--- src/rtl/spq_pkg.sv ---
// Package for the sorted priority queue: field widths, operation and status
// codes, sequencer states and the entry record. No dependencies.
package spq_pkg;

  localparam int unsigned DEPTH_DEF  = 64;
  localparam int unsigned KIND_W     = 3;
  localparam int unsigned ID_W       = 32;
  localparam int unsigned PRI_W      = 32;
  localparam int unsigned STATUS_W   = 2;
  localparam int unsigned COUNT_W    = 7;

  typedef enum logic [KIND_W-1:0] {
    KIND_INSERT = 3'd0,
    KIND_REMOVE = 3'd1,
    KIND_QUERY  = 3'd2,
    KIND_POP    = 3'd3,
    KIND_CLEAR  = 3'd4
  } kind_t;

  typedef enum logic [STATUS_W-1:0] {
    STAT_OK   = 2'd0,
    STAT_NULL = 2'd1,
    STAT_FULL = 2'd2,
    STAT_MISS = 2'd3
  } status_t;

  typedef enum logic [3:0] {
    S_IDLE,
    S_FIND_RD,
    S_FIND_CMP,
    S_INS_RD,
    S_INS_CMP,
    S_INS_PUT,
    S_SHL_RD,
    S_SHL_WR,
    S_RESP
  } state_t;

  typedef struct packed {
    logic [ID_W-1:0]  id;
    logic [PRI_W-1:0] pri;
  } entry_t;

  // Flags from the shared compare unit.
  typedef struct packed {
    logic id_eq;   // stored id equals the request id
    logic pri_lt;  // stored priority below the request priority
  } cmp_flags_t;

endpackage

--- src/rtl/spq_mem.sv ---
// Entry store of the queue: one write port, one read port, registered read.
// Depends on spq_pkg for the entry record.
module spq_mem import spq_pkg::*; #(
  parameter int unsigned DEPTH = DEPTH_DEF
) (
  input  logic                     clk,
  input  logic                     we,
  input  logic [$clog2(DEPTH)-1:0] waddr,
  input  entry_t                   wdata,
  input  logic [$clog2(DEPTH)-1:0] raddr,
  output entry_t                   rdata
);

  entry_t mem [DEPTH];

  always_ff @(posedge clk) begin
    if (we) begin
      mem[waddr] <= wdata;
    end
    rdata <= mem[raddr];
  end

endmodule

--- config.mk ---
export PLATFORM = sky130hd
export DESIGN_NAME = spq_mem
export DESIGN_NICKNAME = d
export VERILOG_FILES = /design/src/rtl/spq_pkg.sv /design/src/rtl/spq_mem.sv
export SDC_FILE = /design/constraint.sdc
export NUM_CORES = 2
export LEC_CHECK = 0
export BUFFER_PORTS_ARGS = -buffer_cell sky130_fd_sc_hd__buf_2
export CAP_MARGIN = 20
export CORE_MARGIN = 3
export CORE_UTILIZATION = 30
export DETAILED_ROUTE_END_ITERATION = 6
export PLACE_DENSITY = 0.42
export REMOVE_ABC_BUFFERS = 1
export SKIP_CTS_REPAIR_TIMING = 1
export SLEW_MARGIN = 20
export SYNTH_ARGS = -nofsm -noshare
export SYNTH_HDL_FRONTEND = slang
export SYNTH_SLANG_ARGS = --single-unit
--- constraint.sdc ---
create_clock -name clk -period 6.7 [get_ports clk]
set_input_delay 1.34 -clock clk [delete_from_list [all_inputs] [get_ports clk]]
set_output_delay 1.34 -clock clk [all_outputs]
set_load 0.005 [all_outputs]
# Word-level counts from Yosys, hierarchy flattened
# Memory sizes are Yosys's and may differ from the RTL's. A register that Yosys moved wholly into a read port is not among the register bits.
# Index checks and enable logic that the tools add are counted.
# Widths: inputs -> output; s select.
[totals] mem_bits_rw=4096 out_inout_bits=64 latch_bits=0 ff_bits=0 inputBits=78 word_cells=3 n_memories=1 mem_bits_ro=0
[classes] n_addsub=0 mux=2 n_eq_ne=0 div_mod_pow=0 reduce_logical=0 order_cmp=0 shift=0 bitwise_logic=0 multipliers=0
[mem_list] memory="mem" depth=64 width=64 rd=1 rd_clocked_by_memory_dff=1 write_ports=1 line_no="spq_mem.sv:14" text="entry_t mem [DEPTH];"
[ops] op="$mux 1" count=2

# Longest topological paths before layout
[logic_depth] depth_word=2 ltp_mapped=9 mapped_depth_nobuf=5

# Worst setup path before layout
# No wires, ideal clock.
[synth_timing] path_kind="input-to-reg" startpoint="input port waddr[3]" endpoint="memory mem[48][0] (netlist name), enable pin" cell_stages=4 slack_ns=-0.076 path_buffers=1 setup_ns=0.564 t_required_ns=6.136 t_arrival_ns=6.212 path_cell_list="clkbuf_1 > nor2b_1 > nand4b_1 > nor3_1"
[synth_lines] item="start, declared" line_no="spq_mem.sv:8" text="input logic [$clog2(DEPTH)-1:0] waddr,"
[synth_lines] item="end, declared" line_no="spq_mem.sv:14"
# Straight into the memory's write port.

==> out/results.txt <==
Gate power share: 4.5%
Library cells used by synthesis: 33
Kind of critical path: primary input to flop
Syn Inst Count: 6,598
VDD IR-drop max: 218 µV
Antenna violations before repair: 53
FMAX: 0.280 GHz
Via Count: 73,909
Avg Inst Size Synth: 23.7 µm²
Int Power: 0.0436 W
Later-pin clock latency in the skew report: 1.01 ns
Die H: 728 µm
Total GRT Usage: 17.9%
FF-to-FF setup slack: 4.54 ns
Met3 routed wirelength: 28.5 mm
Starting density of the core: 30.2%
Required time of the critical path: 7.49 ns
Sw Share: 21.8%
Seq cells post-synth: 4,160
Synth warnings: 0
FILL cells: 47,919
Post-route ant nets: 0
TNS Setup: 0 ns
Worst-path fanout max: 26
PD cells: 306 mW/mm²
Final wirelength: 483 mm
RSZ-0062 raised after global routing: false
Max layer used: met5
Clock power share: 43.6%
Worst min path class: primary input to flop
Layout area overhead: 16.4%
CTS max path bufs: 4
Final hold vios: 0
Setup violators final: 0
Final Wtd Congestion: 0.738
Area contributors post-synth: edfxtp_1 (79%), mux4_2 (15%), mux2i_1 (0.86%), dfxtp_1 (0.82%), a22oi_1 (0.81%)
Largest area contributor in the netlist: edfxtp_1
Startpoint type of the worst setup path: primary input
Clk pin slew, worst setup/hold paths: 0.06 ns
CP endpoint kind: flop
CTS Sinks: 4,160
Vias in the first global route: 77,775
Post-DP HPWL: 263 mm
Crit path DAT: 4.36 ns
CTS H-tree lvls: 5
Slew headroom: 21.3%
Final net count: 7,152
CTS buffer count: 448
Hold EP: mem[5][51]
CTS root buf: clkbuf_16
Worst Skew: 0.0829 ns
Switching power: 0.0121 W
1st-pass router iterations: 6
Netlist Area Pre-Place: 0.156 mm²
Remaining DRCs: 0
Layout cell share with drive strength beyond 1: 28.8%
RR Endpoint: rdata[24]
Vias per cell: 5.14
Largest net degree at the start of global routing: 99
Die span in x: 728 µm
Worst reg2reg path depth: 5
Gr ovfl total: 0
Seq/Total Area, Yosys: 79.5%
Met1 Routed Length: 211 mm
Core Rows: 264
Max Cap Viol: 0
CORE AREA: 0.518 mm²
Die area: 0.530 mm²
Status: complete, no violations
Reg2reg start: mem[63][24]
Final hold slack: 0.734 ns
Worst-margin pin slew: 1.18 ns
Share of Yosys cell area claimed by the top area cell type: 78.7%
Reg power frac: 51.9%
Hold Startpoint: wdata[51]
Post-route clock period utilization: 53.3%
Boundary Pins: 142
Wire per inst: 33.6 µm
PortBufs: 141
CTS tree: built
Global-route wire length before repair: 663 mm
Leak: 55.8 nW
Max-slew violations: 0
Met2 wire len: 235 mm
DR iter-0 viols: 8,105
Hold path depth: 1
Fin crit period: 3.57 ns
worst max-delay path by stage:
stage                  start    endpoint  slack (ns)  depth (start not counted)
detailed placement  raddr[0]   rdata[24]        1.92                          7
global placement    raddr[3]   rdata[19]        1.63                          6
finish              raddr[3]   rdata[24]        3.13                          6
CTS                 raddr[0]   rdata[24]        3.03                          7
global route        raddr[0]    rdata[6]        3.01                          8
floorplan           waddr[4]  mem[48][0]        0.06                          3
state kept, by name, indices dropped and copies added (netlist names):
register	cells
mem	4096
rdata	64
metrics by stage:
step                power (W)  area, µm²  util, %  std cells  worst slack (ns)
floorplan              0.0305     155000        -       6228            0.0603
global placement       0.0320     167000     32.3      13534              1.63
detailed placement     0.0321     167000     32.3      13537              1.92
CTS                    0.0565     182000     35.1      14374              3.03
global route           0.0576     182000     35.1      14378              3.01
finish                 0.0557     182000     35.1      14387              3.13
routing by layer:
metal,up-vias,track usage (%)
met3,531,3.00
met5,-,0
met4,16,3.18
li1,29546,-
met1,41593,25.1
met2,2223,29.8
worst max-delay path, stage by stage:
cell,delay (ns)
buf_2,0.66
nand2b_4,0.89
buf_4,0.52
o22ai_1,0.21
a41oi_1,0.48
a211oi_1,0.17
cell usage in the layout (no fill, tap or decap), types with 28 or more instances in the layout:
| master | netlist | routed |
|---|---|---|
| nand3_1 | 45 | 45 |
| mux2i_1 | 135 | 135 |
| edfxtp_1 | 4096 | 4096 |
| buf_4 | 34 | 224 |
| mux4_2 | 1024 | 1024 |
| buf_2 | 170 | 93 |
| nor2_1 | 112 | 47 |
| clkbuf_16 | 0 | 450 |
| bufinv_16 | 0 | 32 |
| clkbuf_1 | 140 | 114 |
| nand2_1 | 58 | 55 |
| o221ai_1 | 38 | 38 |
| buf_12 | 0 | 74 |
| or2_2 | 28 | 28 |
| a22o_1 | 88 | 88 |
| o22ai_1 | 83 | 83 |
| a211oi_1 | 63 | 62 |
| clkinv_2 | 0 | 77 |
| nor2_4 | 0 | 64 |
| a22oi_1 | 168 | 168 |
| dfxtp_1 | 64 | 64 |
| or3_1 | 29 | 29 |
| clkinv_1 | 0 | 102 |
| and3_1 | 64 | 64 |
cells in the mapped netlist (all sizes together):
cell / number
edfxtp: 4096
mux4: 1024
buf: 230
a22oi: 168
clkbuf: 140
mux2i: 135
nor2: 112
a22o: 88
o22ai: 83
and3: 64
dfxtp: 64
a211oi: 63
nand2: 58
nand3: 45
o221ai: 38
or3: 29
nor2b: 28
or2: 28
a41oi: 26
a2bb2oi: 19
inv: 19
a31oi: 18
nand2b: 11
and2: 3
nand3b: 2
nand4: 2
nor3: 2
a31o: 1
nand4b: 1
or3b: 1
area by class of cell:
cell class	instances	area, µm²	area share [%]
sequential	4160	124000	68.3
multi-input combinational	2049	30800	16.9
clock buffer	588	12000	6.61
tap	6916	8650	4.76
timing repair buffer	396	3740	2.06
clock inverter	249	2370	1.30
inverter	19	71.3	0.0392
antenna	10	25.0	0.0138
power by group through the flow:
stage	Clock, W	Sequential [W]	Combinational (W)
final	0.0243	0.0289	0.00251
after global routing	0.0260	0.0289	0.00270
after CTS	0.0250	0.0289	0.00258
after detailed placement	0	0.0295	0.00258
after global placement	0	0.0295	0.00254
after floorplan	0	0.0294	0.00105
logic make-up (layout without fill, tap and decap cells):
kind of cell	after synthesis	in the layout	share of synthesized area, %
flip-flops	4160	4160	79.5
multiplexers	1159	1159	15.6
AO/OA/AOI/OAI	504	504	2.48
buffers and inverters	389	1252	1.18
AND/OR/NAND/NOR	386	386	1.24
other	0	10	0
(Power assumes the default switching activity.)
