$ cat config.mk
export PLATFORM = sky130hd
export DESIGN_NAME = spq_cmp
export DESIGN_NICKNAME = d
export VERILOG_FILES = /design/src/rtl/spq_pkg.sv /design/src/rtl/spq_cmp.sv
export SDC_FILE = /design/constraint.sdc
export NUM_CORES = 1
export LEC_CHECK = 0
export BUFFER_PORTS_ARGS = -buffer_cell sky130_fd_sc_hd__buf_2
export CORE_ASPECT_RATIO = 1.25
export CORE_MARGIN = 2
export CORE_UTILIZATION = 32
export DETAILED_ROUTE_END_ITERATION = 7
export PLACE_DENSITY = 0.8
export RECOVER_POWER = 25
export SYNTH_ARGS = -nofsm -noshare
export SYNTH_HDL_FRONTEND = slang
export SYNTH_SLANG_ARGS = --single-unit
$ cat constraint.sdc
create_clock -name vclk -period 2.1
set_input_delay 0.42 -clock vclk [all_inputs]
set_output_delay 0.42 -clock vclk [all_outputs]
set_load 0.02 [all_outputs]
$ cat src/rtl/spq_pkg.sv
// Package for the sorted priority queue: field widths, operation and status
// codes, sequencer states and the entry record. No dependencies.
package spq_pkg;

  localparam int unsigned DEPTH_DEF  = 64;
  localparam int unsigned KIND_W     = 3;
  localparam int unsigned ID_W       = 32;
  localparam int unsigned PRI_W      = 32;
  localparam int unsigned STATUS_W   = 2;
  localparam int unsigned COUNT_W    = 7;

  typedef enum logic [KIND_W-1:0] {
    KIND_INSERT = 3'd0,
    KIND_REMOVE = 3'd1,
    KIND_QUERY  = 3'd2,
    KIND_POP    = 3'd3,
    KIND_CLEAR  = 3'd4
  } kind_t;

  typedef enum logic [STATUS_W-1:0] {
    STAT_OK   = 2'd0,
    STAT_NULL = 2'd1,
    STAT_FULL = 2'd2,
    STAT_MISS = 2'd3
  } status_t;

  typedef enum logic [3:0] {
    S_IDLE,
    S_FIND_RD,
    S_FIND_CMP,
    S_INS_RD,
    S_INS_CMP,
    S_INS_PUT,
    S_SHL_RD,
    S_SHL_WR,
    S_RESP
  } state_t;

  typedef struct packed {
    logic [ID_W-1:0]  id;
    logic [PRI_W-1:0] pri;
  } entry_t;

  // Flags from the shared compare unit.
  typedef struct packed {
    logic id_eq;   // stored id equals the request id
    logic pri_lt;  // stored priority below the request priority
  } cmp_flags_t;

endpackage

$ cat src/rtl/spq_cmp.sv
// Shared compare unit: id equality and priority order of a stored entry
// against the request. Depends on spq_pkg.
module spq_cmp import spq_pkg::*; (
  input  entry_t     stored,
  input  entry_t     key,
  output cmp_flags_t flags
);

  assign flags.id_eq  = (stored.id == key.id);
  assign flags.pri_lt = (stored.pri < key.pri);

endmodule

Yosys cells after proc, flatten, opt, wreduce, memory -nomap -nowiden

Cells that the tools add are included.

Bits of input ports: 128
Output and inout bits: 2
Flip-flop bits (word level): 0

Eq/ne operators: 1
Order comparisons: 1

Operators by type and width:

| cell                | count |
|---|---|
| 32-bit == test      | 1 |
| 32-bit < comparator | 1 |

Logic depth before layout (Yosys ltp)

Gate-level depths: netlist of the first run.

Depth after elaboration: 1
Gate-level depth with buffers: 7

Worst setup path after synthesis of the first run

OpenSTA, ideal clock, no wires.

Path kind: input to output
Start: input port key[1] (netlist name)
End: output port flags[0] (netlist name)
Path buffers: 0
Cell stages on the path: 6
Required time: 1.680 ns
Setup slack: -0.225 ns
Data arrival time: 1.905 ns
Path through: inv_1 ha_1 a2111oi_4 nor4b_1 or4_1 a21oi_1

RTL lines:

| item            | RTL line     | text |
|---|---|---|
| start, declared | spq_cmp.sv:5 | `input entry_t key,` |
| end, declared   | spq_cmp.sv:6 | `output cmp_flags_t flags` |

==> summary.md, run 1 <==
The initial core utilization is 33.2%, and the vertical die dimension is 70.9 um. The via count is 1517. After the first detailed-routing iteration, the DRC count stood at 19. The run gives -0.243 ns as the worst-case setup margin in the final layout. The critical path is of the in2out type. The count of cells along the worst hold path came out at 5. Entering global routing, the biggest net connects 4 pins. By area the synthesized netlist is led by ha_1, xor2_1, inv_1. The number of setup violations in the final report is 1.

The ratio of total power to cell area came out at 177 nW/um^2. The worst setup path is captured at a primary output. For this run, the post-layout net count is 450. A synthesized cell averages 7.54 sq um. The tools report the gate count after technology mapping as 152. In the final layout, the share of cells above drive strength 1 is 52.2%. The highest fanout seen on the critical path came out at 3. Dividing the final minimum period by the clock period gives 112%. IR analysis of the VDD net gives a maximum drop of 0.0000984 V. The commonest cells after synthesis are xor2_1, ha_1, inv_1. The final critical delay including setup and external delays was 2.34 ns; the number of non-filler instances in the completed layout was 328. The sum of met2 wire segment lengths after detailed routing is 1770 um, and the count of clock-net buffers in the final layout is 0. The logs give 1150 sq um for the cell area after synthesis and 3450 sq um for the standard cell core area. The via count of the first global-routing pass came out at 1452.

For the setup slack at placement, the log shows -0.393 ns. Wire segments on met3 add up to 339 um in the final route. Critical path data arrival time: 1.92 ns.

The worst setup path is launched from a primary input. The I/O pin count came out at 130. The logs give 2000 sq um for the post-route cell area and 0.354 mW for the power consumption. The number of maximum-capacitance violations came out at 0. The length of the first detailed-routing pass in iterations is 4.

The top routing layer in use was met4. Counting every net in the synthesized netlist gives 311. The number of placed instances, taps included, is 328.

The logs give 0 for the antenna cell count and 0 for the total count of hold-check failures in the final report. The run gives 0 as the number of nets with antenna violations after detailed routing. The flow ran to the end, but the final reports show violations. The tools report the sum of net half-perimeters after detailed placement as 3260 um.

At the worst endpoint, the required time is 1.68 ns. Top cell type by total area after synthesis: ha_1. The count of unique library cells instantiated by Yosys came out at 21. Yosys instantiated no cell more often than xor2_1. Global routing finished with a remaining overflow of 0. The die boundary width was 57.5 um; the quantity of hold-fixing buffers added after cts was 0. The checks that failed: setup timing. For this block, wires on met1 add up to 1190 um.

The average wire per standard cell is 10.1 um. Sink of the worst hold path: flags[0]. Compared with the post-synthesis result, the final layout area differs by 74.8%.

The first global-routing pass estimated 5310 um of wire. Across every metal layer, demand over resource in global routing totals 15.5%. Using the TritonRoute via totals, the vias-per-cell ratio works out to 4.63. At the pin with the least slew margin, the transition time is 0.273 ns. Setup repair after global routing could not meet its margin everywhere. The tools report the post-route DRC violation count as 0. The fraction of post-synthesis cell area in the top cell type by area was 33.8%. The number of setup buffers added after CTS is 0. The tools report the leakage power as 1.20 nW. In this run the core area contains 24 standard-cell rows. Number of antenna violations at the first check in global routing: 0.

Final hold analysis gives a worst-case slack of 1.36 ns. In this run the worst hold path is classified as in2out. The die covers 4080 sq um. For this run, the share of the core covered by cells in the final layout is 58.0%. During synthesis, Yosys emitted a total of 0 warnings. The start point of the worst hold path is stored[15]. For the register area share after synthesis, the log shows 0%.

The tools report the headroom to the max-slew limit as 81.7%. The number of port buffers was 130; the footprint of the flip-flops and latches was 0 sq um. Highest clock rate: 427 MHz. The number of max-slew violations in the final report was 0; the setup TNS was -0.243 ns. The number of sequential cells was 0. The instance area after placement came out at 1960 sq um.

The routed design has 3320 um of wire. Routability-driven placement finished with a final weighted congestion of 0.700.
## per-layer routing
metal  vias to the layer above  track usage (%)
li1                        799                -
met1                       632             16.3
met2                        84             32.7
met3                         2             1.83
met4                         0            0.775
met5                         -                0
## cells by family (layout without fill, tap and decap cells)
family / after synthesis / in the layout / share of synthesized area [%]
AOI/OAI and AO/OA: 24 / 24 / 14.5
xor gates and xnor gates: 32 / 32 / 24.5
adders and majority gates: 31 / 31 / 33.8
buffers and inverters: 31 / 168 / 10.2
and+or+nand+nor: 34 / 34 / 17.0
## where the power goes
| part | internal [mW] | switching (mW) | leakage [nW] |
|---|---|---|---|
| registers | 0 | 0 | 0 |
| logic | 0.206 | 0.148 | 1.20 |
| clock network | 0 | 0 | 0 |
## cell type report
| class | count | area, sq um |
|---|---|---|
| Timing Repair Buffer | 137 | 721 |
| Fill cell | 341 | 1450 |
| Tap cell | 39 | 48.8 |
| Inverter | 31 | 119 |
| Multi-Input combinational cell | 121 | 1110 |
## what timing repair did
action / CTS / global route
gates cloned: 0 / 0
resized for setup: 6 / 5
pin swaps: 3 / 2
setup endpoints to repair: 1 / 1
## worst max-delay path, cell delays in order
cell	delay, ns
buf_2	0.09
inv_1	0.07
ha_4	0.20
nand4_1	0.14
nor3_2	0.06
nor4b_2	0.16
or4_4	0.51
a21oi_4	0.14
buf_6	0.13
## cell usage in the layout (no fill, tap or decap)
master,instances
buf_2,126
xor2_1,32
inv_1,29
ha_1,27
a21oi_1,9
nor4_1,8
nand2_1,8
buf_4,7
nand4_1,4
ha_4,4
nor2_1,3
and4_1,3
buf_6,3
nand3_1,2
o21a_1,2
o21ai_1,2
o21ai_0,2
a221oi_1,2
a21o_1,2
inv_4,1
inv_2,1
a21boi_0,1
nor2_2,1
nand2b_4,1
a2111oi_4,1
nand2_2,1
nor3_2,1
nor4b_2,1
a21oi_2,1
o2bb2ai_1,1
or4_4,1
a21oi_4,1
clkbuf_1,1
## worst max-delay path by stage
stage	start	endpoint	slack, ns
after global routing	key[14]	flags[0]	-0.32
after floorplan	key[1]	flags[0]	-0.11
final	key[14]	flags[0]	-0.24
after global placement	stored[1]	flags[0]	-0.36
after CTS	stored[12]	flags[0]	-0.28
after detailed placement	stored[1]	flags[0]	-0.39
(Power assumes the default switching activity.)
==> run 2, diff against run 1 <==
Settings changed: ABC_AREA from default to 1, CORE_UTILIZATION 32 to 33.
==> run 2 against run 1 <==
Net effect: the flow now finishes without violations; critical path depth decreased by 1; combinational power down 5%; design area down 2.1%; global-route usage shrank 1.1 points; worst setup slack better by 0.33 ns; synthesized cell count is 30% higher; hold slack lost 0.046 ns; non-clock buffer count down 7; fmax up 17%; largest cell class unchanged; largest power group unchanged.
==> summary.md, run 2 <==
The wire length of the first global-routing pass was 5140 um (-3.3%). The run gives 0 (unchanged) as the number of setup buffers added after CTS. The overall routing resource usage is 14.4% (-1.1 points). The count of unique library cells instantiated by Yosys came out at 23 (+9.5%). The initial core utilization is 34.9% (+1.7 points), and the actual slew at the worst max-slew pin is 0.274 ns (+0.00103 ns). The fraction of post-synthesis cell area in the top cell type by area works out to 31.6% (-2.2 points).

The tools report the smallest hold slack as 1.32 ns (-0.0458 ns). The tools report the headroom to the max-slew limit as 81.6% (about the same). The number of setup violations in the final report came out at 0 (-1).

The vertical die dimension came out at 72.2 um (+1.8%). The logs give 1.68 ns (about the same) for the required arrival time at the worst endpoint and 0 (unchanged) for the quantity of hold-fixing buffers added after cts. Highest fanout seen on the critical path: 2 (-1).

Number of standard-cell rows in the floorplan: 24 (unchanged). The die boundary width works out to 58.6 um (+1.8%). Total count of hold-check failures in the final report: 0 (unchanged). The average wire per standard cell is 8.60 um (-15%), and the final critical delay including setup and external delays is 2.01 ns (-0.333 ns).

The via count of the first global-routing pass is 1521 (+4.8%). The run finished with clean final reports. Number of nets in the final layout: 489 (+8.7%). The register area share after synthesis was 0% (unchanged). The mean post-synth cell area works out to 6.20 sq um (-18%). The power consumption is 0.337 mW (-4.9%). The setup TNS was 0 ns (+0.243 ns).

The gate count after technology mapping is 198 (+30%), and the period utilization is 95.7% (-16 points). Leaving out fill and tap cells, the most frequent cells in the layout are buf_2, inv_1, nand2_1. The ratio of total power to cell area came out at 172 nW/um^2 (-2.9%). The run gives 3160 um (-5.0%) as the post-detailed-routing wire length. For the footprint of the flip-flops and latches, the log shows 0 sq um (unchanged).

The I/O pin count was 130 (unchanged); the number of DRC markers after the initial detailed-route iteration was 25 (+6). The XOR/XNOR share of the synthesized area is 16.4% (-8.0 points), and the mux share of post-synthesis cell area is 0% (unchanged). For the leakage power, the log shows 1.23 nW (+2.8%).

The most common cell after layout, fill and taps aside is buf_2. Element type at the critical path end: a primary output. The area overhead of the layout relative to synthesis came out at 59.8%. The largest total area in the synthesized netlist belongs to ha_1.

The number of sequential cells was 0 (unchanged). After synthesis, the cell types taking the most area are ha_1, xnor2_1, inv_1. The area fraction in compound gates after synthesis is 9.99% (-4.5 points).

The worst hold path belongs to the class in2out. Final global-route overflow total: 0 (unchanged). By area, the combinational part of the netlist is dominated by adder cells.

The run gives 3090 um (-5.2%) as the sum of net half-perimeters after detailed placement. The tools report the number of max-slew violations in the final report as 0 (unchanged). The number of nets with antenna violations after detailed routing is 0 (unchanged). For the post-route DRC violation count, the log shows 0 (unchanged).

The tools report the routability congestion estimate from global placement as 0.772 (+10%). Number of port buffers: 130 (unchanged). The fraction of final layout cells with drive strength greater than 1 came out at 43.3% (-9.0 points). The tools report the critical path data arrival time as 1.59 ns (-0.33 ns). The mean number of vias per cell came out at 4.45 (-3.7%).

The number of warning messages in the yosys log was 0 (unchanged). The antenna cell count was 0 (unchanged). By count the netlist is led by inv_1, nand2_1, ha_1. The run gives 0 (unchanged) as the count of clock-net buffers in the final layout. The number of antenna violations at the first check in global routing is 0 (unchanged). Class of the most critical setup path: in2out. For the post-synth net total, the log shows 357 (+15%). The most common cell in the synthesized netlist is inv_1. The number of maximum-capacitance violations was 0 (unchanged); the peak supply drop was 0.000123 V (+25%).

Startpoint type of the worst setup path: a primary input. The simple-gate share of the synthesized area is 28.2% (+11 points), and the pin count of the biggest net entering global routing is 4 (unchanged). The run gives 1634 (+7.7%) as the via count. The share of synthesized cell area in full adder, half adder and majority cells is 31.6% (-2.2 points), and the cell area after synthesis is 1230 sq um (+7.1%). The number of gates given a new drive strength after cts was 0 (-6).

The highest clock rate is 497 MHz (+17%). The length of the first detailed-routing pass in iterations was 4 (unchanged); the die footprint was 4230 sq um (+3.6%). The standard cell core area is 3510 sq um (+1.7%).
run 2: cell count changes after synthesis, sizes merged, moves of 3 or more:
cell and delta:
nor2 +9, a21oi +5, nor3 +5, xor2 -31
xnor2 +22, or2 +6, inv +14, nand3 +4
nand2 +30, nor4 -8, and4 -3
run 2: worst paths after layout:
check	startpoint	cells after the start	to	slack (ns)
worst max-delay path	stored[11]	8	flags[0]	0.09
worst min-delay path	stored[34]	7	flags[1]	1.32
run 2: cells by family (layout without fill, tap and decap cells):
family                     after synthesis  count (layout)
AOI/OAI and AO/OA                       23              23
xor gates and xnor gates                23              23
adders and majority gates               31              31
buffers and inverters                   45             175
and+or+nand+nor                         76              76
run 2: layer usage:
layer  GRT usage, %  vias up  part of all wire [%]
met5              0        -                     0
met4           2.58        0                   1.1
met3           1.78        4                    12
met2           31.6       91                    54
met1           13.2      649                    33
li1               -      890                     -
run 2: area by class of cell:
class,count,area [sq um]
multi-input combinational,153,1090
timing repair buffer,130,652
inverter,45,169
tap,39,48.8
fill,345,1550
run 2: through the flow:
stage	utilization, %	instances	cell area (sq um)	worst slack [ns]
after floorplan	-	198	1230	0.186
after global placement	54.8	367	1930	0.0415
after detailed placement	54.8	367	1930	0.0443
after CTS	54.8	367	1930	0.0376
after global routing	55.8	367	1960	-0.0251
final	55.8	367	1960	0.0897
run 2: power breakdown:
group / switching (mW) / internal (mW) / leakage, nW
sequential: 0 / 0 / 0
combinational: 0.146 / 0.190 / 1.23
clock: 0 / 0 / 0
run 2: worst max-delay path, cell delays in order:
cell and delay (ns):
buf_2 0.10, ha_1 0.30, a21oi_1 0.15, o21ai_0 0.10, a21oi_1 0.14, nand2_1 0.08
a21oi_1 0.13, buf_4 0.16
