## src/rtl/spq_pkg.sv

```systemverilog
// Package for the sorted priority queue: field widths, operation and status
// codes, sequencer states and the entry record. No dependencies.
package spq_pkg;

  localparam int unsigned DEPTH_DEF  = 64;
  localparam int unsigned KIND_W     = 3;
  localparam int unsigned ID_W       = 32;
  localparam int unsigned PRI_W      = 32;
  localparam int unsigned STATUS_W   = 2;
  localparam int unsigned COUNT_W    = 7;

  typedef enum logic [KIND_W-1:0] {
    KIND_INSERT = 3'd0,
    KIND_REMOVE = 3'd1,
    KIND_QUERY  = 3'd2,
    KIND_POP    = 3'd3,
    KIND_CLEAR  = 3'd4
  } kind_t;

  typedef enum logic [STATUS_W-1:0] {
    STAT_OK   = 2'd0,
    STAT_NULL = 2'd1,
    STAT_FULL = 2'd2,
    STAT_MISS = 2'd3
  } status_t;

  typedef enum logic [3:0] {
    S_IDLE,
    S_FIND_RD,
    S_FIND_CMP,
    S_INS_RD,
    S_INS_CMP,
    S_INS_PUT,
    S_SHL_RD,
    S_SHL_WR,
    S_RESP
  } state_t;

  typedef struct packed {
    logic [ID_W-1:0]  id;
    logic [PRI_W-1:0] pri;
  } entry_t;

  // Flags from the shared compare unit.
  typedef struct packed {
    logic id_eq;   // stored id equals the request id
    logic pri_lt;  // stored priority below the request priority
  } cmp_flags_t;

endpackage

```

## src/rtl/spq_if.sv

```systemverilog
// Request and response channel interfaces for the sorted priority queue.
// Depends on spq_pkg for field widths.
interface spq_in_if import spq_pkg::*; ();
  logic              valid;
  logic              ready;
  logic [KIND_W-1:0] kind;
  logic [ID_W-1:0]   object_id;
  logic [PRI_W-1:0]  priority_req;

  modport source (output valid, kind, object_id, priority_req, input ready);
  modport sink   (input valid, kind, object_id, priority_req, output ready);
endinterface

interface spq_out_if import spq_pkg::*; ();
  logic                valid;
  logic                ready;
  logic [STATUS_W-1:0] status;
  logic [ID_W-1:0]     out_object;
  logic [PRI_W-1:0]    out_priority;
  logic [COUNT_W-1:0]  entry_count;

  modport source (output valid, status, out_object, out_priority, entry_count,
                  input ready);
  modport sink   (input valid, status, out_object, out_priority, entry_count,
                  output ready);
endinterface

```

## src/rtl/spq_seq.sv

```systemverilog
// Sequencer of the queue: walks the entry store one slot per step for
// search, ordered insert and compaction, and holds the response register.
// Depends on spq_pkg and the channel interfaces.
module spq_seq import spq_pkg::*; #(
  parameter int unsigned DEPTH = DEPTH_DEF
) (
  input  logic                     clk,
  input  logic                     rst_n,
  spq_in_if.sink                   in_req,
  spq_out_if.source                out_rsp,
  output logic                     mem_we,
  output logic [$clog2(DEPTH)-1:0] mem_waddr,
  output entry_t                   mem_wdata,
  output logic [$clog2(DEPTH)-1:0] mem_raddr,
  input  entry_t                   mem_rdata,
  output entry_t                   cmp_key,
  input  cmp_flags_t               cmp_flags
);

  localparam int unsigned AW = $clog2(DEPTH);
  localparam int unsigned CW = $clog2(DEPTH + 1);
  localparam logic [CW-1:0] DEPTH_C = CW'(DEPTH);

  state_t              state_r, state_nxt;
  logic [KIND_W-1:0]   kind_r, kind_nxt;
  logic [ID_W-1:0]     id_r, id_nxt;
  logic [PRI_W-1:0]    pri_r, pri_nxt;
  logic [CW-1:0]       count_r, count_nxt;
  logic [CW-1:0]       pos_r, pos_nxt;
  logic [STATUS_W-1:0] stat_r, stat_nxt;
  logic [ID_W-1:0]     pop_id_r, pop_id_nxt;
  logic [PRI_W-1:0]    pop_pri_r, pop_pri_nxt;

  logic                out_valid_r, out_valid_nxt;
  logic [STATUS_W-1:0] out_status_r, out_status_nxt;
  logic [ID_W-1:0]     out_object_r, out_object_nxt;
  logic [PRI_W-1:0]    out_priority_r, out_priority_nxt;
  logic [COUNT_W-1:0]  out_count_r, out_count_nxt;

  logic [CW-1:0]       pos_p1;
  logic [CW-1:0]       pos_m1;

  assign pos_p1  = pos_r + 1'b1;
  assign pos_m1  = pos_r - 1'b1;
  assign cmp_key = '{id: id_r, pri: pri_r};

  assign in_req.ready         = (state_r == S_IDLE);
  assign out_rsp.valid        = out_valid_r;
  assign out_rsp.status       = out_status_r;
  assign out_rsp.out_object   = out_object_r;
  assign out_rsp.out_priority = out_priority_r;
  assign out_rsp.entry_count  = out_count_r;

  always_ff @(posedge clk) begin
    if (!rst_n) begin
      state_r     <= S_IDLE;
      count_r     <= '0;
      out_valid_r <= 1'b0;
    end else begin
      state_r     <= state_nxt;
      count_r     <= count_nxt;
      out_valid_r <= out_valid_nxt;
    end
  end

  always_ff @(posedge clk) begin
    kind_r         <= kind_nxt;
    id_r           <= id_nxt;
    pri_r          <= pri_nxt;
    pos_r          <= pos_nxt;
    stat_r         <= stat_nxt;
    pop_id_r       <= pop_id_nxt;
    pop_pri_r      <= pop_pri_nxt;
    out_status_r   <= out_status_nxt;
    out_object_r   <= out_object_nxt;
    out_priority_r <= out_priority_nxt;
    out_count_r    <= out_count_nxt;
  end

  always_comb begin
    state_nxt        = state_r;
    kind_nxt         = kind_r;
    id_nxt           = id_r;
    pri_nxt          = pri_r;
    count_nxt        = count_r;
    pos_nxt          = pos_r;
    stat_nxt         = stat_r;
    pop_id_nxt       = pop_id_r;
    pop_pri_nxt      = pop_pri_r;
    out_valid_nxt    = out_valid_r;
    out_status_nxt   = out_status_r;
    out_object_nxt   = out_object_r;
    out_priority_nxt = out_priority_r;
    out_count_nxt    = out_count_r;
    mem_we           = 1'b0;
    mem_waddr        = pos_r[AW-1:0];
    mem_wdata        = mem_rdata;
    mem_raddr        = pos_r[AW-1:0];

    // Drop the response once it is taken.
    if (out_valid_r && out_rsp.ready) begin
      out_valid_nxt = 1'b0;
    end

    case (state_r)
      S_IDLE: begin
        if (in_req.valid) begin
          kind_nxt    = in_req.kind;
          id_nxt      = in_req.object_id;
          pri_nxt     = in_req.priority_req;
          pop_id_nxt  = '0;
          pop_pri_nxt = '0;
          stat_nxt    = STAT_OK;
          state_nxt   = S_RESP;
          if ((in_req.kind == KIND_INSERT || in_req.kind == KIND_REMOVE ||
               in_req.kind == KIND_QUERY) && in_req.object_id == '0) begin
            stat_nxt = STAT_NULL;
          end else begin
            case (in_req.kind)
              KIND_INSERT: begin
                if (count_r == DEPTH_C) begin
                  stat_nxt = STAT_FULL;
                end else if (count_r == '0) begin
                  pos_nxt   = '0;
                  state_nxt = S_INS_PUT;
                end else begin
                  pos_nxt   = count_r;
                  state_nxt = S_INS_RD;
                end
              end
              KIND_REMOVE, KIND_QUERY, KIND_POP: begin
                if (count_r == '0) begin
                  stat_nxt = STAT_MISS;
                end else begin
                  pos_nxt   = '0;
                  state_nxt = S_FIND_RD;
                end
              end
              KIND_CLEAR: begin
                count_nxt = '0;
              end
              default: begin
              end
            endcase
          end
        end
      end

      S_FIND_RD: begin
        mem_raddr = pos_r[AW-1:0];
        state_nxt = S_FIND_CMP;
      end

      S_FIND_CMP: begin
        // Pop takes the head without looking at the id.
        if (kind_r == KIND_POP || cmp_flags.id_eq) begin
          if (kind_r == KIND_POP) begin
            pop_id_nxt  = mem_rdata.id;
            pop_pri_nxt = mem_rdata.pri;
          end
          state_nxt = (kind_r == KIND_QUERY) ? S_RESP : S_SHL_RD;
        end else if (pos_p1 == count_r) begin
          stat_nxt  = STAT_MISS;
          state_nxt = S_RESP;
        end else begin
          pos_nxt   = pos_p1;
          state_nxt = S_FIND_RD;
        end
      end

      S_INS_RD: begin
        mem_raddr = pos_m1[AW-1:0];
        state_nxt = S_INS_CMP;
      end

      S_INS_CMP: begin
        // Move a lower-priority entry one slot toward the tail.
        if (cmp_flags.pri_lt) begin
          mem_we    = 1'b1;
          mem_waddr = pos_r[AW-1:0];
          mem_wdata = mem_rdata;
          pos_nxt   = pos_m1;
          state_nxt = (pos_m1 == '0) ? S_INS_PUT : S_INS_RD;
        end else begin
          state_nxt = S_INS_PUT;
        end
      end

      S_INS_PUT: begin
        mem_we    = 1'b1;
        mem_waddr = pos_r[AW-1:0];
        mem_wdata = cmp_key;
        count_nxt = count_r + 1'b1;
        state_nxt = S_RESP;
      end

      S_SHL_RD: begin
        if (pos_p1 >= count_r) begin
          count_nxt = count_r - 1'b1;
          state_nxt = S_RESP;
        end else begin
          mem_raddr = pos_p1[AW-1:0];
          state_nxt = S_SHL_WR;
        end
      end

      S_SHL_WR: begin
        mem_we    = 1'b1;
        mem_waddr = pos_r[AW-1:0];
        mem_wdata = mem_rdata;
        pos_nxt   = pos_p1;
        state_nxt = S_SHL_RD;
      end

      S_RESP: begin
        if (!out_valid_r || out_rsp.ready) begin
          out_valid_nxt    = 1'b1;
          out_status_nxt   = stat_r;
          out_object_nxt   = pop_id_r;
          out_priority_nxt = pop_pri_r;
          out_count_nxt    = COUNT_W'(count_r);
          state_nxt        = S_IDLE;
        end
      end

      default: begin
        state_nxt = S_IDLE;
      end
    endcase
  end

endmodule

```

## src/flat_wrapper.sv

```systemverilog
// flat-port wrapper written by rule: the top's interface ports become plain ports
module spq_seq_flat import spq_pkg::*;
#(
  parameter int unsigned DEPTH = DEPTH_DEF
)
  (clk, rst_n, mem_we, mem_waddr, mem_wdata, mem_raddr, mem_rdata, cmp_key, cmp_flags, in_req_valid, in_req_kind, in_req_object_id, in_req_priority_req, in_req_ready, out_rsp_valid, out_rsp_status, out_rsp_out_object, out_rsp_out_priority, out_rsp_entry_count, out_rsp_ready);
  spq_in_if in_req_i ();
  spq_out_if out_rsp_i ();
  input  logic clk;
  input  logic rst_n;
  output logic mem_we;
  output logic [$clog2(DEPTH)-1:0] mem_waddr;
  output entry_t mem_wdata;
  output logic [$clog2(DEPTH)-1:0] mem_raddr;
  input  entry_t mem_rdata;
  output entry_t cmp_key;
  input  cmp_flags_t cmp_flags;
  input wire logic [$bits(in_req_i.valid)-1:0] in_req_valid;
  input wire logic [$bits(in_req_i.kind)-1:0] in_req_kind;
  input wire logic [$bits(in_req_i.object_id)-1:0] in_req_object_id;
  input wire logic [$bits(in_req_i.priority_req)-1:0] in_req_priority_req;
  output wire logic [$bits(in_req_i.ready)-1:0] in_req_ready;
  output wire logic [$bits(out_rsp_i.valid)-1:0] out_rsp_valid;
  output wire logic [$bits(out_rsp_i.status)-1:0] out_rsp_status;
  output wire logic [$bits(out_rsp_i.out_object)-1:0] out_rsp_out_object;
  output wire logic [$bits(out_rsp_i.out_priority)-1:0] out_rsp_out_priority;
  output wire logic [$bits(out_rsp_i.entry_count)-1:0] out_rsp_entry_count;
  input wire logic [$bits(out_rsp_i.ready)-1:0] out_rsp_ready;
  assign in_req_i.valid = in_req_valid;
  assign in_req_i.kind = in_req_kind;
  assign in_req_i.object_id = in_req_object_id;
  assign in_req_i.priority_req = in_req_priority_req;
  assign in_req_ready = in_req_i.ready;
  assign out_rsp_valid = out_rsp_i.valid;
  assign out_rsp_status = out_rsp_i.status;
  assign out_rsp_out_object = out_rsp_i.out_object;
  assign out_rsp_out_priority = out_rsp_i.out_priority;
  assign out_rsp_entry_count = out_rsp_i.entry_count;
  assign out_rsp_i.ready = out_rsp_ready;
  spq_seq #(.DEPTH(DEPTH)) u_core (.clk(clk), .rst_n(rst_n), .in_req(in_req_i), .out_rsp(out_rsp_i), .mem_we(mem_we), .mem_waddr(mem_waddr), .mem_wdata(mem_wdata), .mem_raddr(mem_raddr), .mem_rdata(mem_rdata), .cmp_key(cmp_key), .cmp_flags(cmp_flags));
endmodule
```

## config.mk

```make
export PLATFORM = sky130hd
export DESIGN_NAME = spq_seq_flat
export DESIGN_NICKNAME = d
export VERILOG_FILES = /design/src/rtl/spq_pkg.sv /design/src/rtl/spq_if.sv /design/src/rtl/spq_seq.sv /design/src/flat_wrapper.sv
export SDC_FILE = /design/constraint.sdc
export NUM_CORES = 1
export LEC_CHECK = 0
export ABC_AREA = 1
export ABC_CLOCK_PERIOD_IN_PS = 7700
export BUFFER_PORTS_ARGS = -buffer_cell sky130_fd_sc_hd__buf_2
export CAP_MARGIN = 0
export CORE_MARGIN = 2
export CORE_UTILIZATION = 46
export CTS_BUF_LIST = sky130_fd_sc_hd__clkbuf_8
export DETAILED_ROUTE_END_ITERATION = 12
export HOLD_SLACK_MARGIN = 0.1
export PLACE_DENSITY = 0.81
export SLEW_MARGIN = 15
export SYNTH_ARGS = -nofsm -noshare
export SYNTH_HDL_FRONTEND = slang
export SYNTH_SLANG_ARGS = --single-unit
```

## constraint.sdc

```tcl
create_clock -name clk -period 7.7 [get_ports clk]
set_clock_uncertainty 0.15 [all_clocks]
set_input_delay 0.385 -clock clk [delete_from_list [all_inputs] [get_ports clk]]
set_output_delay 0.385 -clock clk [all_outputs]
set_load 0.01 [all_outputs]
```

# == Yosys cells after proc, flatten, opt, wreduce, memory -nomap -nowiden ==
# Cells that the tools add are included.
# W data, S select, Z words.
# op_classes
n_mux,52
reduce_logical,24
order_cmp,1
eq_ne,30
addsub,4
# ops
cell,n
$mux W32,5
$pmux W32 S2,2
$mux W7,12
$mux W64,1
$mux W4,10
$pmux W4 S9,1
$logic_not A32 Y1,1
$pmux W7 S4,1
$pmux W7 S3,1
$eq A4 B3 Y1 const B,4
$add A7 B1 Y7 const B,2
$logic_not A7 Y1,2
$pmux W7 S2,1
$sub A7 B1 Y7 const B,2
$eq A3 B2 Y1 const B,4
$mux W2,6
$ne A2 B1 Y1 const B,6
$pmux W6 S2,1
$ne A2 B2 Y1 const B,5
$reduce_and A9 Y1,1
$eq A4 B2 Y1 const B,2
$pmux W2 S2,2
$pmux W4 S2,1
$reduce_and A4 Y1,2
other kinds (25),36
# totals
in_bits,137
elab_cells,125
out_inout_bits,216
regBits,225

# == Depth between registers and ports, before layout ==
# logic_depth
word_depth,7
ltp_mapped,16
mapped_depth_nobuf,16

# == Least setup slack after synthesis ==
# Ideal clock, no wire load.
# synth_timing
path_type,register to register
from,register u_core.state_r[3]
to,"register u_core.out_count_r[0] (netlist: u_core.out_rsp.entry_count[0]), enable pin"
required_ns,6.866
path_stages_with_launch,3
period_less_slack_ns,8.351
setup_ns,0.684
path_slack_ns,-0.651
n_path_buf,0
arrival_ns,7.517
cell_sequence,dfxtp_1 -> inv_1 -> nor4_1
# synth_between
elab_chain_cells,2
# synth_rtl
element,line,source
start: declaration,spq_seq.sv:24,"state_t state_r, state_nxt;"
start signal: assignment,spq_seq.sv:60,state_r <= state_nxt;
$eq A4 B4 Y1,spq_seq.sv:105,case (state_r)
$reduce_and A2 Y1 (no source line),-,
end signal: assignment,spq_seq.sv:77,out_count_r <= out_count_nxt;
end: declaration,spq_seq.sv:38,"logic [COUNT_W-1:0] out_count_r, out_count_nxt;"
# Every way passes these cells.
# A chain may end at the register's enable or synchronous reset.

# == Final worst setup path ==
# layout_timing
from,register u_core.pos_r[0]
to,output mem_raddr[0]
# layout_between
elab_chain_cells,4
word_cells_on_any_way,5
classes_between,add/sub (2); order compare (1); mux (2)
# layout_rtl
element,line,source
start: declaration,spq_seq.sv:29,"logic [CW-1:0] pos_r, pos_nxt;"
start signal: assignment,spq_seq.sv:70,pos_r <= pos_nxt;
$add A7 B1 Y7,spq_seq.sv:43,assign pos_p1 = pos_r + 1'b1;
$ge A7 B7 Y1,spq_seq.sv:198,if (pos_p1 >= count_r) begin
$mux W6,spq_seq.sv:198,
$pmux W6 S2 *,spq_seq.sv:105,
end: declaration,flat_wrapper.sv:14,output logic [$clog2(DEPTH)-1:0] mem_raddr;
# Mark *: on every way between the ends. The rest lies on a longest branch, timed or not.

==> flow_metrics.py <==
metrics = {
    "status": {
        "outcome": "finished, final reports clean",
    },
    "drt": {
        "routedWlPerCell_um": 18.4,
        "totalWireLength_mm": 30.0,
        "via_per_inst": 5.01,
        "vias": 8162,
        "dr.pass1.iters": 6,
        "drtAntennaViolNets": 0,
        "dr.first_iter.drc_count": 535,
        "drc": 0,
    },
    "timing": {
        "final-hold-violation-count": 0,
        "period_share": 0.485,
        "rsz0062_at_grt": "no",
        "fin_crit_ns": 3.73,
        "worst_pin_slew_ns": 0.965,
        "setup_violations": 0,
        "slew_headroom": 0.357,
        "finalMaxSlewViolations": 0,
        "timing.fmax_mhz": 268,
        "tns_ns": 0,
    },
    "critical_path": {
        "reg2reg_from": "u_core.state_r[1]",
        "ff2ff_setup_slack_ns": 4.43,
        "crit_path_max_incr_delay_ns": 0.49,
        "r2r_cells": 9,
        "crit_buf_inv": 3,
        "crit_family": "simple AND/OR/NAND/NOR gates",
        "cp_max_fo": 9,
        "endpoint_kind": "output pin",
        "r2r_end": "u_core.pop_id_r[23]",
        "cpMaxStageDelayCell": "edfxtp_1",
        "startpoint_type": "flip-flop",
        "path_class": "reg2out",
        "arrival_ns": 3.20,
        "crit_chain": "ha_1, nand3_1, xor2_1, inv_1, ha_1, nand2_1, nor2_1, nand2_1, nand3_1, nor2_1, nand2_4, nand2_2, xor2_1, inv_1, buf_2",
        "crit_required_ns": 7.16,
    },
    "grt": {
        "grt-ovfl-total": 0,
        "grt_pass1_vias": 8189,
        "track_usage": 0.266,
        "grt_pass1_wl_mm": 44.4,
        "antenna_found_initial": 1,
        "grt_max_degree": 76,
    },
    "floorplan": {
        "core_area_mm2": 0.0202,
        "dieArea_mm2": 0.0218,
        "die_y_um": 148,
        "initial_utilization": 0.469,
        "rows": 52,
        "die_x_um": 148,
        "ios": 353,
    },
    "yosys": {
        "syn_inst": 829,
        "netlist.area_leader.share": 0.674,
        "syn_nets": 982,
        "yosys_warnings": 0,
        "synth_seq_area_share": 0.699,
        "synth_top_cells_by_area": "edfxtp_1, nand2_1, nor2_1",
        "ys_ff_latch": 225,
        "avgSynthCellArea_um2": 11.4,
        "yosysTopAreaCell": "edfxtp_1",
        "syn_area_mm2": 0.00949,
        "synth_cell_type_count": 39,
    },
    "place": {
        "gp_congestion": 0.917,
        "io_buffer_count": 352,
        "place_hpwl_mm": 19.2,
    },
    "cells_and_area": {
        "antenna_cells": 0,
        "n_fill_cell": 1426,
        "drive_above_1_share": 0.319,
        "fin_util": 0.670,
        "synthToLayoutAreaGrowth_pct": 42.9,
        "final_nets": 1485,
    },
    "cts": {
        "cts_buffer_depth": 3,
        "cts-root-buf": "clkbuf_8",
        "cts_buffers": 37,
        "htree_levels": 2,
        "clock_latency_ns": 0.51,
        "post_cts_resized": 0,
        "cts_tree": "built",
        "post_cts_buffers": 0,
        "clkTransAtPathRegs_ns": 0.06,
        "ctsHoldBuffers": 132,
        "cts_sinks": 225,
    },
    "pwr": {
        "ir_worst_vdd_mv": 0.137,
        "powerDensity_mw_per_mm2": 229,
        "power_mw": 3.11,
        "leakagePower_nw": 6.05,
    },
    "hold_path": {
        "hold_path_startpoint": "mem_rdata[21]",
        "min_path_type": "in2reg",
        "whs_path_depth": 3,
        "whs_endpoint": "u_core.pop_pri_r[21]",
    },
    "flow_run": {
        "cap_viol_max_count": 0,
    },
}
-- sequential cells by signal, summed over array words and instances, names as in the netlist --
| name | cells |
|---|---|
| u_core.count_r | 7 |
| u_core.out_rsp.out_object | 32 |
| u_core.state_r | 4 |
| u_core.out_rsp.status | 2 |
| u_core.out_rsp.valid | 1 |
| u_core.pop_pri_r | 32 |
| u_core.out_rsp.out_priority | 32 |
| u_core.out_rsp.entry_count | 7 |
| u_core.pri_r | 32 |
| u_core.id_r | 32 |
| u_core.pos_r | 7 |
| u_core.stat_r | 2 |
| u_core.pop_id_r | 32 |
| u_core.kind_r | 3 |
-- placed cells by master, fill, tap and decap left out, types with 4 or more instances in the layout --
cell type	Yosys	layout
a21oi_1	16	15
buf_2	7	352
buf_4	14	7
clkbuf_8	0	42
clkinv_1	1	9
dfxtp_1	12	12
dlygate4sd3_1	0	132
edfxtp_1	213	213
ha_1	15	15
inv_1	111	119
inv_2	7	8
nand2_1	148	148
nand3_1	18	18
nand4_1	4	4
nor2_1	128	128
nor2_4	4	4
nor3_1	4	4
o21ai_0	66	66
o21ai_1	8	8
o221ai_1	8	8
xor2_1	13	13
-- synth_stat cells, drive strengths merged --
| library cell | count |
|---|---|
| a21o | 1 |
| a21oi | 16 |
| a31oi | 3 |
| and3 | 1 |
| buf | 25 |
| clkbuf | 2 |
| clkinv | 1 |
| dfxtp | 12 |
| edfxtp | 213 |
| fa | 1 |
| ha | 15 |
| inv | 119 |
| nand2 | 152 |
| nand3 | 18 |
| nand3b | 1 |
| nand4 | 4 |
| nor2 | 135 |
| nor3 | 6 |
| nor4 | 1 |
| o211ai | 3 |
| o21ai | 75 |
| o221ai | 8 |
| o22ai | 1 |
| o31ai | 1 |
| or2 | 2 |
| xor2 | 13 |
-- worst max-delay path by stage --
stage,startpoint,to,cells after the start
6_report,u_core.pos_r[0],mem_raddr[0],15
5_1_grt,u_core.pos_r[0],mem_raddr[0],15
4_1_cts,u_core.pos_r[0],mem_raddr[0],15
3_5_place_dp,u_core.state_r[1],u_core.pop_pri_r[6],9
3_3_place_gp,u_core.state_r[1],u_core.pop_pri_r[7],9
2_1_floorplan,u_core.state_r[3],u_core.pop_id_r[0],7
-- cell families (layout without fill, tap and decap cells) --
group / count (synthesis) / in the layout / synth area share
and+or+nand+nor: 320 / 320 / 0.140
AOI/OAI and AO/OA: 108 / 108 / 0.0624
xor gates and xnor gates: 13 / 13 / 0.0120
adders and majority gates: 16 / 16 / 0.0219
DFF: 225 / 225 / 0.699
buffers and inverters: 147 / 677 / 0.0649
-- stage by stage --
step	hold slack, ns	instance area, um^2	cells	setup WS, ns
after CTS	0.101	13600	1629	3.95
after floorplan	0.250	9500	829	1.57
final	0.130	13600	1629	3.97
after global placement	0.251	11500	1431	4.51
after detailed placement	0.255	11500	1431	4.41
after global routing	0.114	13600	1629	3.71
-- layer usage --
| metal | vias up | part of all wire | track usage | wire (um) |
|---|---|---|---|---|
| li1 | 3784 | - | - | - |
| met1 | 3867 | 0.36 | 0.298 | 10900 |
| met2 | 416 | 0.52 | 0.483 | 15700 |
| met3 | 93 | 0.074 | 0.0620 | 2220 |
| met4 | 2 | 0.040 | 0.116 | 1210 |
| met5 | - | 0.00030 | 0 | 9 |
-- layout make-up --
cell class	count	area [um^2]	share of cell area
clock buffers	42	578	0.0426
clock inverters	24	159	0.0117
inverters	120	453	0.0334
multi-input cells	457	2260	0.167
flip-flops and latches	225	6640	0.489
well taps	270	338	0.0249
repair buffers	491	3140	0.231
-- worst reg2reg max path, stage by stage (launching register included) --
cell and delay [ns]:
dfxtp_1 0.37, nor2_1 0.15, inv_2 0.10, nor2_4 0.15, nand2_1 0.09, inv_2 0.05, buf_4 0.71, nor2_1 0.22
a21oi_4 0.16, buf_4 0.65
-- power by group --
part	switching [mW]	leakage (nW)	internal [mW]
Clock	0.466	0.413	0.570
Sequential	0.0626	2.15	1.53
Combinational	0.300	3.49	0.184
Total	0.828	6.05	2.28
No activity file was read; power rests on OpenSTA's default activity.
